$ cat config.mk
export PLATFORM = sky130hd
export DESIGN_NAME = nmea_sentence_framer_core
export DESIGN_NICKNAME = d
export VERILOG_FILES = /design/src/sv/nsf_pkg.sv /design/src/sv/nsf_fifo.sv /design/src/sv/nsf_front.sv /design/src/sv/nsf_back.sv /design/src/sv/nmea_sentence_framer_core.sv
export SDC_FILE = /design/constraint.sdc
export NUM_CORES = 1
export LEC_CHECK = 0
export ABC_AREA = 1
export BUFFER_PORTS_ARGS = -buffer_cell sky130_fd_sc_hd__buf_2
export CAP_MARGIN = 20
export CORE_MARGIN = 2
export CORE_UTILIZATION = 55
export CTS_BUF_LIST = sky130_fd_sc_hd__clkbuf_4 sky130_fd_sc_hd__clkbuf_8
export DETAILED_ROUTE_END_ITERATION = 12
export PLACE_DENSITY = 0.71
export SETUP_SLACK_MARGIN = 0.5
export SKIP_CTS_REPAIR_TIMING = 1
export SKIP_LAST_GASP = 1
export SLEW_MARGIN = 20
export SYNTH_ARGS = -nofsm -noshare
export SYNTH_HDL_FRONTEND = slang
export SYNTH_HIERARCHICAL = 1
export SYNTH_SLANG_ARGS = --single-unit
$ cat constraint.sdc
create_clock -name clk -period 5.32 [get_ports clk]
set_input_delay 0.266 -clock clk [delete_from_list [all_inputs] [get_ports clk]]
set_output_delay 0.266 -clock clk [all_outputs]
set_load 0.02 [all_outputs]
$ cat src/sv/nsf_pkg.sv
// Shared types, character codes and prefix classification for the NMEA sentence framer.
package nsf_pkg;

  localparam int LINE_BUFFER_SIZE = 128;
  localparam int FRAMES_PER_EVENT = 2;
  localparam int PREFIX_LEN       = 6;

  localparam logic [7:0] CHAR_DOLLAR = 8'h24;
  localparam logic [7:0] CHAR_LF     = 8'h0a;
  localparam logic [7:0] CHAR_A      = 8'h41;
  localparam logic [7:0] CHAR_B      = 8'h42;
  localparam logic [7:0] CHAR_C      = 8'h43;
  localparam logic [7:0] CHAR_D      = 8'h44;
  localparam logic [7:0] CHAR_G      = 8'h47;
  localparam logic [7:0] CHAR_M      = 8'h4d;
  localparam logic [7:0] CHAR_N      = 8'h4e;
  localparam logic [7:0] CHAR_P      = 8'h50;
  localparam logic [7:0] CHAR_R      = 8'h52;
  localparam logic [7:0] CHAR_S      = 8'h53;
  localparam logic [7:0] CHAR_T      = 8'h54;
  localparam logic [7:0] CHAR_V      = 8'h56;
  localparam logic [7:0] CHAR_X      = 8'h58;

  localparam logic [2:0] KIND_OTHER = 3'd0;
  localparam logic [2:0] KIND_RMC   = 3'd1;
  localparam logic [2:0] KIND_GGA   = 3'd2;
  localparam logic [2:0] KIND_GSV   = 3'd3;
  localparam logic [2:0] KIND_TXT   = 3'd4;

  localparam logic [1:0] TALKER_GP   = 2'd0;
  localparam logic [1:0] TALKER_GN   = 2'd1;
  localparam logic [1:0] TALKER_BD   = 2'd2;
  localparam logic [1:0] TALKER_NONE = 2'd3;

  localparam int BUSY_RMC = 0;
  localparam int BUSY_GGA = 1;
  localparam int BUSY_GSV = 2;

  // Line classified by the front end, waiting for the back end.
  typedef struct packed {
    logic [2:0] kind;
    logic [1:0] talker;
    logic [7:0] length;
    logic [2:0] busy;
  } line_item_t;

  // Finished result word.
  typedef struct packed {
    logic [2:0] sentence_kind;
    logic [1:0] talker_kind;
    logic [7:0] line_length;
    logic       captured;
    logic       status_update;
    logic       gps_in_use;
    logic       beidou_in_use;
    logic       parse_event;
  } result_t;

  function automatic logic [1:0] talker_of(logic [7:0] c1, logic [7:0] c2);
    logic [1:0] t;
    t = TALKER_NONE;
    if (c1 == CHAR_G && c2 == CHAR_P) t = TALKER_GP;
    else if (c1 == CHAR_G && c2 == CHAR_N) t = TALKER_GN;
    else if (c1 == CHAR_B && c2 == CHAR_D) t = TALKER_BD;
    return t;
  endfunction

  function automatic logic [2:0] kind_of(logic [7:0] c3, logic [7:0] c4, logic [7:0] c5);
    logic [2:0] k;
    k = KIND_OTHER;
    if (c3 == CHAR_R && c4 == CHAR_M && c5 == CHAR_C) k = KIND_RMC;
    else if (c3 == CHAR_G && c4 == CHAR_G && c5 == CHAR_A) k = KIND_GGA;
    else if (c3 == CHAR_G && c4 == CHAR_S && c5 == CHAR_V) k = KIND_GSV;
    else if (c3 == CHAR_T && c4 == CHAR_X && c5 == CHAR_T) k = KIND_TXT;
    return k;
  endfunction

endpackage

$ cat src/sv/nsf_fifo.sv
// Small register-based queue used between the framer stages and at the result side.
module nsf_fifo #(
  parameter int WIDTH = 8,
  parameter int DEPTH = 2
) (
  input  logic             clk,
  input  logic             rst,
  input  logic             push,
  input  logic [WIDTH-1:0] wdata,
  output logic             full,
  input  logic             pop,
  output logic [WIDTH-1:0] rdata,
  output logic             empty
);

  localparam int PW = (DEPTH > 1) ? $clog2(DEPTH) : 1;
  localparam int CW = $clog2(DEPTH + 1);

  logic [WIDTH-1:0] mem [DEPTH];
  logic [PW-1:0]    wr_ptr;
  logic [PW-1:0]    rd_ptr;
  logic [CW-1:0]    count;
  logic             do_push;
  logic             do_pop;

  assign full    = (count == CW'(DEPTH));
  assign empty   = (count == '0);
  assign do_push = push && !full;
  assign do_pop  = pop && !empty;
  assign rdata   = mem[rd_ptr];

  always_ff @(posedge clk) begin
    if (rst) begin
      wr_ptr <= '0;
      rd_ptr <= '0;
      count  <= '0;
    end else begin
      if (do_push) begin
        wr_ptr <= (wr_ptr == PW'(DEPTH - 1)) ? '0 : wr_ptr + PW'(1);
      end
      if (do_pop) begin
        rd_ptr <= (rd_ptr == PW'(DEPTH - 1)) ? '0 : rd_ptr + PW'(1);
      end
      if (do_push && !do_pop) begin
        count <= count + CW'(1);
      end else if (do_pop && !do_push) begin
        count <= count - CW'(1);
      end
    end
  end

  always_ff @(posedge clk) begin
    if (do_push) begin
      mem[wr_ptr] <= wdata;
    end
  end

endmodule

$ cat src/sv/nsf_front.sv
// Front end: line position, kept prefix bytes and sentence classification on line feed.
module nsf_front (
  input  logic                   clk,
  input  logic                   rst,
  input  logic                   push,
  input  logic [7:0]             rx_byte,
  input  logic [2:0]             busy,
  output logic                   full,
  output logic                   item_push,
  output nsf_pkg::line_item_t    item,
  input  logic                   item_full
);

  import nsf_pkg::*;

  logic [7:0] line_count;
  logic [7:0] line_count_next;
  logic [7:0] prefix [PREFIX_LEN];
  logic [7:0] prefix_next [PREFIX_LEN];
  logic [7:0] pos;
  logic       accept;
  logic [1:0] talker;
  logic [2:0] kind;

  assign full   = item_full;
  assign accept = push && !item_full;

  always_comb begin
    // A full line wraps to zero; a dollar sign restarts the line.
    if (rx_byte == CHAR_DOLLAR || line_count >= 8'(LINE_BUFFER_SIZE)) begin
      pos = '0;
    end else begin
      pos = line_count;
    end
    line_count_next = pos + 8'd1;
    for (int i = 0; i < PREFIX_LEN; i++) begin
      prefix_next[i] = (pos == 8'(i)) ? rx_byte : prefix[i];
    end
  end

  always_comb begin
    talker = talker_of(prefix_next[1], prefix_next[2]);
    kind   = kind_of(prefix_next[3], prefix_next[4], prefix_next[5]);
    if (prefix_next[0] != CHAR_DOLLAR || talker == TALKER_NONE || kind == KIND_OTHER) begin
      talker = TALKER_NONE;
      kind   = KIND_OTHER;
    end
  end

  assign item_push   = accept && (rx_byte == CHAR_LF);
  assign item.kind   = kind;
  assign item.talker = talker;
  assign item.length = line_count_next;
  assign item.busy   = busy;

  always_ff @(posedge clk) begin
    if (rst) begin
      line_count <= '0;
      for (int i = 0; i < PREFIX_LEN; i++) begin
        prefix[i] <= '0;
      end
    end else if (accept) begin
      line_count <= line_count_next;
      for (int i = 0; i < PREFIX_LEN; i++) begin
        prefix[i] <= prefix_next[i];
      end
    end
  end

endmodule

$ cat src/sv/nsf_back.sv
// Back end: capture decision, RMC status bits and the captured-frame event counter.
module nsf_back (
  input  logic                clk,
  input  logic                rst,
  input  logic                item_empty,
  input  nsf_pkg::line_item_t item,
  output logic                item_pop,
  output logic                res_push,
  output nsf_pkg::result_t    res,
  input  logic                res_full
);

  import nsf_pkg::*;

  logic [1:0] captured_frames;
  logic [1:0] captured_frames_next;
  logic [1:0] frames_sum;
  logic       cap;
  logic       is_rmc;
  logic       event_hit;

  assign item_pop = !item_empty && !res_full;
  assign res_push = item_pop;
  assign is_rmc   = (item.kind == KIND_RMC);

  always_comb begin
    unique case (item.kind)
      KIND_RMC: cap = !item.busy[BUSY_RMC];
      KIND_GGA: cap = !item.busy[BUSY_GGA];
      KIND_GSV: cap = !item.busy[BUSY_GSV];
      default:  cap = 1'b0;
    endcase
  end

  always_comb begin
    frames_sum = captured_frames;
    if (cap && (item.kind == KIND_RMC || item.kind == KIND_GGA)) begin
      frames_sum = captured_frames + 2'd1;
    end
    event_hit            = (frames_sum >= 2'(FRAMES_PER_EVENT));
    captured_frames_next = event_hit ? 2'd0 : frames_sum;
  end

  assign res.sentence_kind = item.kind;
  assign res.talker_kind   = item.talker;
  assign res.line_length   = item.length;
  assign res.captured      = cap;
  assign res.status_update = cap && is_rmc;
  assign res.gps_in_use    = cap && is_rmc && (item.talker != TALKER_BD);
  assign res.beidou_in_use = cap && is_rmc && (item.talker != TALKER_GP);
  assign res.parse_event   = event_hit;

  always_ff @(posedge clk) begin
    if (rst) begin
      captured_frames <= '0;
    end else if (item_pop) begin
      captured_frames <= captured_frames_next;
    end
  end

endmodule

$ cat src/sv/nmea_sentence_framer_core.sv
// Top level of the NMEA 0183 sentence framer: front end, line queue, back end, result queue.
//
//   channel   direction  handshake                 words
//   input     in         push / full               rx_byte + three store busy flags
//   result    out        empty / pop               one word per line feed byte
//
// One byte is accepted every cycle while full is low. A line feed byte produces
// its result word once it has passed through the line queue and then the result
// queue, each of which holds it in registers; other bytes produce no word.
// Reset clears the line position, the kept prefix bytes, the captured-frame
// counter and both queues. A stall on pop fills the result queue, then the line
// queue, and only then raises full, which holds every byte until a line slot frees.
module nmea_sentence_framer_core #(
  parameter int QUEUE_DEPTH = 2
) (
  input  logic       clk,
  input  logic       rst,
  input  logic       push,
  output logic       full,
  input  logic [7:0] rx_byte,
  input  logic       rmc_store_busy,
  input  logic       gga_store_busy,
  input  logic       gsv_store_busy,
  output logic       empty,
  input  logic       pop,
  output logic [2:0] sentence_kind,
  output logic [1:0] talker_kind,
  output logic [7:0] line_length,
  output logic       captured,
  output logic       status_update,
  output logic       gps_in_use,
  output logic       beidou_in_use,
  output logic       parse_event
);

  import nsf_pkg::*;

  // Front end to line queue.
  logic       item_push;
  line_item_t item_in;
  logic       item_full;
  // Line queue to back end.
  logic       item_pop;
  line_item_t item_out;
  logic       item_empty;
  // Back end to result queue.
  logic       res_push;
  result_t    res_in;
  logic       res_full;
  result_t    res_out;

  // Track line position and classify each finished line.
  nsf_front u_front (
    .clk       (clk),
    .rst       (rst),
    .push      (push),
    .rx_byte   (rx_byte),
    .busy      ({gsv_store_busy, gga_store_busy, rmc_store_busy}),
    .full      (full),
    .item_push (item_push),
    .item      (item_in),
    .item_full (item_full)
  );

  // Hold classified lines so the front end keeps taking bytes during a stall.
  nsf_fifo #(
    .WIDTH ($bits(line_item_t)),
    .DEPTH (QUEUE_DEPTH)
  ) u_line_q (
    .clk   (clk),
    .rst   (rst),
    .push  (item_push),
    .wdata (item_in),
    .full  (item_full),
    .pop   (item_pop),
    .rdata (item_out),
    .empty (item_empty)
  );

  // Decide capture, status bits and parse events in line order.
  nsf_back u_back (
    .clk        (clk),
    .rst        (rst),
    .item_empty (item_empty),
    .item       (item_out),
    .item_pop   (item_pop),
    .res_push   (res_push),
    .res        (res_in),
    .res_full   (res_full)
  );

  // Present finished words; pop drains them oldest first.
  nsf_fifo #(
    .WIDTH ($bits(result_t)),
    .DEPTH (QUEUE_DEPTH)
  ) u_result_q (
    .clk   (clk),
    .rst   (rst),
    .push  (res_push),
    .wdata (res_in),
    .full  (res_full),
    .pop   (pop),
    .rdata (res_out),
    .empty (empty)
  );

  assign sentence_kind = res_out.sentence_kind;
  assign talker_kind   = res_out.talker_kind;
  assign line_length   = res_out.line_length;
  assign captured      = res_out.captured;
  assign status_update = res_out.status_update;
  assign gps_in_use    = res_out.gps_in_use;
  assign beidou_in_use = res_out.beidou_in_use;
  assign parse_event   = res_out.parse_event;

endmodule
==> metrics.md <==
| Metric | Value |
|---|---|
| Remaining Overflow, GRT | 0 |
| Data required time of the critical path | 5510 ps |
| Synthesized instance count | approximately 740 |
| Placeable core region | 12620 um2 |
| Launch point of the worst path | u_front/line_count[7] |
| Endpoint arrival time on the critical path | approximately 3400 ps |
| Setup Skew | roughly 12 ps |
| Die extent in y | 117.9 um |
| Num CTS Buffers | 17 |
| Combined global-route utilization of all metal layers | 0.2055 |
| Max_cap viols | 0 |
| Cells on worst reg2reg path | 18 |
| Detailed-route DRC error count | 0 |
| Status | finished clean |
| Power per unit of standard cell area | between 200 and 300 nW/um2 |
| Wire length per cell | roughly 14 um |
| Register area share after synthesis | 0.5448 |
| Last weighted congestion value of the routability-driven placer | 0.9450 |
| Worst supply voltage drop on vdd | 0.1331 mV |
| Worst Setup EP | u_line_q/mem[0][11] |
| Largest fanout of any net on the critical path | 13 |
| Post-synth EDFFs | around 120 |
| Clock edge transition at the registers on the reported setup and hold paths | approximately 80 ps |
| Cell types with the highest counts after synthesis | 152 x sky130_fd_sc_hd__nand2_1, 123 x sky130_fd_sc_hd__nor2_1, 116 x sky130_fd_sc_hd__edfxtp_1 |
| DR pass1 iterations | 5 |
| Routed Wire Length | approximately 14000 um |
| PortBufs | 34 |
| Vias after detailed routing | around 4900 |
| Most frequent cell after synthesis | sky130_fd_sc_hd__nand2_1 |
| Endpoint of the worst-slack reg-to-reg timing path | u_line_q/mem[0][11] |
| Number of antenna violations at the first check in global routing | 0 |
| Area added between synthesis and finish | 6.950% |
| Full die area | approximately 14000 um2 |
| Sink Count | approximately 140 |
| Shortest clock period the worst path allows after layout | approximately 3200 ps |
| Width of the die | 117.9 um |
| Buffer cell driving the clock tree root | sky130_fd_sc_hd__clkbuf_8 |
| Violation count after the first detailed-route iteration | 370 |
| Synth area leaders | sky130_fd_sc_hd__edfxtp_1 49%, sky130_fd_sc_hd__nand2_1 8.0%, sky130_fd_sc_hd__nor2_1 6.5%, sky130_fd_sc_hd__dfxtp_1 5.6%, sky130_fd_sc_hd__mux2_4 4.2% |
| Register-to-Register Setup Slack | 2160 ps |
| Proportion of layout cells with a drive suffix above 1 | 0.2052 |
| Number of placement rows | 41 |
| Clock tree from TritonCTS | yes |
| Deepest level of the CTS H-tree | 4 |
| Setup crit end kind | flip-flop |
| Total number of yosys warnings | 6 |
| RR Startpoint | u_front/line_count[7] |
| Worst hold-check path type | input pin to flip-flop |
| Worst-Skew Late Latency | about 450 ps |
| Main flop type after synthesis | sky130_fd_sc_hd__edfxtp_1 |
| Final antenna diode count | 0 |
| Kind of start point of the critical path | flip-flop |
| Total standard cell area after synthesis | around 7100 um2 |
| Final count of negative-setup-slack endpoints | 0 |
| Pin slew with the least headroom to its limit | around 960 ps |
| Count of antenna-violating nets left after detailed routing | 0 |
| Number of nets in the layout | 782 |
| Headroom to the max-slew limit | 0.3603 |
| Post-route clock period utilization | 0.5937 |
| Number of vias per cell after detailed routing | 5.191 |
| Effective utilization at floorplan | 0.5649 |
| Average instance area after synthesis | ~9.6 um2 |
| Area fraction of the dominant cell type after synthesis | 0.4886 |
| Largest net degree at the start of global routing | 56 |
| Library cell occupying the most area in the post-synthesis netlist | sky130_fd_sc_hd__edfxtp_1 |
| Setup TNS Final | 0 ps |
| Top-Level Pins | 35 |
| Post-synth cell types | 39 |
| Number of slew-limit violations in the final report | 0 |
| Net count of the mapped netlist | 762 |
| Unrepaired setup endpoints after global routing | no |
| Detailed placer's ending HPWL | 9628 um |
| Fraction of registers with async set or reset after synthesis | 0 |
| Clock buffer depth | 2 |
| Maximum clock frequency | 316.6 MHz |
| Flops & latches, synth | between 100 and 150 |
| Crit path kind | flip-flop to flip-flop |
| Wire length of the first global-routing pass | 22490 um |
| Static leakage | roughly 3.2 nW |
| Final core utilization | 0.6042 |
| Count of endpoints failing hold in the final timing report | 0 |
| Number of global-route vias before repair | roughly 4700 |
| Fill cell count | between 1000 and 1500 |
[worst min path at each step]
stage               depth (start not counted)  slack (ps)                     to      startpoint
global route                                1           5     u_line_q/mem[1][2]  gsv_store_busy
CTS                                         1         -10     u_line_q/mem[0][1]  gga_store_busy
detailed placement                          1         460     u_line_q/mem[1][1]  gga_store_busy
global placement                            1         460     u_line_q/mem[0][1]  gga_store_busy
floorplan                                   1         340  u_front/line_count[5]             rst
finish                                      1          30     u_line_q/mem[1][2]  gsv_store_busy
[per-layer routing]
metal	up-vias	part of all wire	track usage
li1	2473	-	-
met1	2254	0.42	0.2516
met2	159	0.50	0.3488
met3	30	0.060	0.05184
met4	0	0.025	0.08133
met5	-	0	0
[where the power goes]
group	total (mW)	internal, mW	switching (mW)
logic	0.251	0.0878	0.163
clock network	0.778	0.388	0.390
registers	1.21	1.19	0.0241
total	2.24	1.66	0.577
[area by class of cell]
type | count | area, um2 | share of cell area
sequential | 136 | 3884 | 0.5094
multi-input combinational | 475 | 2590 | 0.3397
inverter | 90 | 337.8 | 0.04431
clock buffer | 20 | 262.8 | 0.03446
timing repair buffer | 42 | 232.7 | 0.03052
tap | 172 | 215.2 | 0.02822
clock inverter | 12 | 102.6 | 0.01346
[worst max-delay path: stages (launching register included)]
cell,delay (ps)
sky130_fd_sc_hd__dfxtp_1,380
sky130_fd_sc_hd__inv_1,160
sky130_fd_sc_hd__nand2_4,140
sky130_fd_sc_hd__nor2_1,70
sky130_fd_sc_hd__inv_1,70
sky130_fd_sc_hd__ha_1,220
sky130_fd_sc_hd__inv_1,90
sky130_fd_sc_hd__nor2_2,410
sky130_fd_sc_hd__nand2_2,270
sky130_fd_sc_hd__nand2_1,120
sky130_fd_sc_hd__o21ai_0,120
sky130_fd_sc_hd__nor2_1,150
sky130_fd_sc_hd__nand2_1,70
sky130_fd_sc_hd__nor2_1,220
sky130_fd_sc_hd__nand2_1,90
sky130_fd_sc_hd__nand2_1,70
sky130_fd_sc_hd__nand2_1,70
sky130_fd_sc_hd__nand3_2,90
sky130_fd_sc_hd__nand3_1,100
[cell usage in the layout, fill, tap and decap left out, types with 6 or more instances in the layout]
cell,netlist,final
sky130_fd_sc_hd__nand2_1,152,151
sky130_fd_sc_hd__nor2_1,123,123
sky130_fd_sc_hd__edfxtp_1,116,116
sky130_fd_sc_hd__inv_1,78,78
sky130_fd_sc_hd__nand3_1,55,55
sky130_fd_sc_hd__buf_2,6,34
sky130_fd_sc_hd__a21oi_1,29,29
sky130_fd_sc_hd__dfxtp_1,20,20
sky130_fd_sc_hd__mux2_4,20,20
sky130_fd_sc_hd__clkbuf_8,0,18
sky130_fd_sc_hd__mux2_2,14,14
sky130_fd_sc_hd__inv_2,12,12
sky130_fd_sc_hd__o21ai_0,12,12
sky130_fd_sc_hd__nor2_2,8,8
sky130_fd_sc_hd__nand2_2,7,8
sky130_fd_sc_hd__buf_4,21,7
sky130_fd_sc_hd__nand2_4,6,6
sky130_fd_sc_hd__o22ai_1,6,6
[kinds of logic (layout without fill, tap and decap cells)]
group	Yosys count	in the layout	share of synthesized area
fa+ha+maj	5	5	0.008775
buf+inv	131	164	0.09231
flops	136	136	0.5448
simple gates	374	374	0.2387
xor+xnor	1	1	0.001229
compound gates	61	61	0.05002
mux	34	34	0.06423
[registers in the layout (all words and copies together), names as in the netlist, named ones only]
| signal | flops |
|---|---|
| u_front/line_count | 8 |
| u_front/prefix | 48 |
| u_line_q/rd_ptr | 1 |
| u_line_q/count | 2 |
| u_line_q/wr_ptr | 1 |
| u_back/captured_frames | 2 |
| u_result_q/wr_ptr | 1 |
| u_result_q/mem | 36 |
| u_result_q/count | 2 |
| u_line_q/mem | 32 |
| u_result_q/rd_ptr | 1 |
[metrics by stage]
step	cell area [um2]	power [mW]	setup WS, ps	hold slack, ps	cells
floorplan	7129	1.424	2761	335.1	742
global placement	7249	1.476	2021	456.0	914
detailed placement	7249	1.481	1875	463.8	914
CTS	7615	2.261	2180	-13.62	946
global route	7625	2.340	1759	5.369	947
finish	7625	2.238	2161	32.03	947
Note: power is estimated with default switching activity, not from simulation.
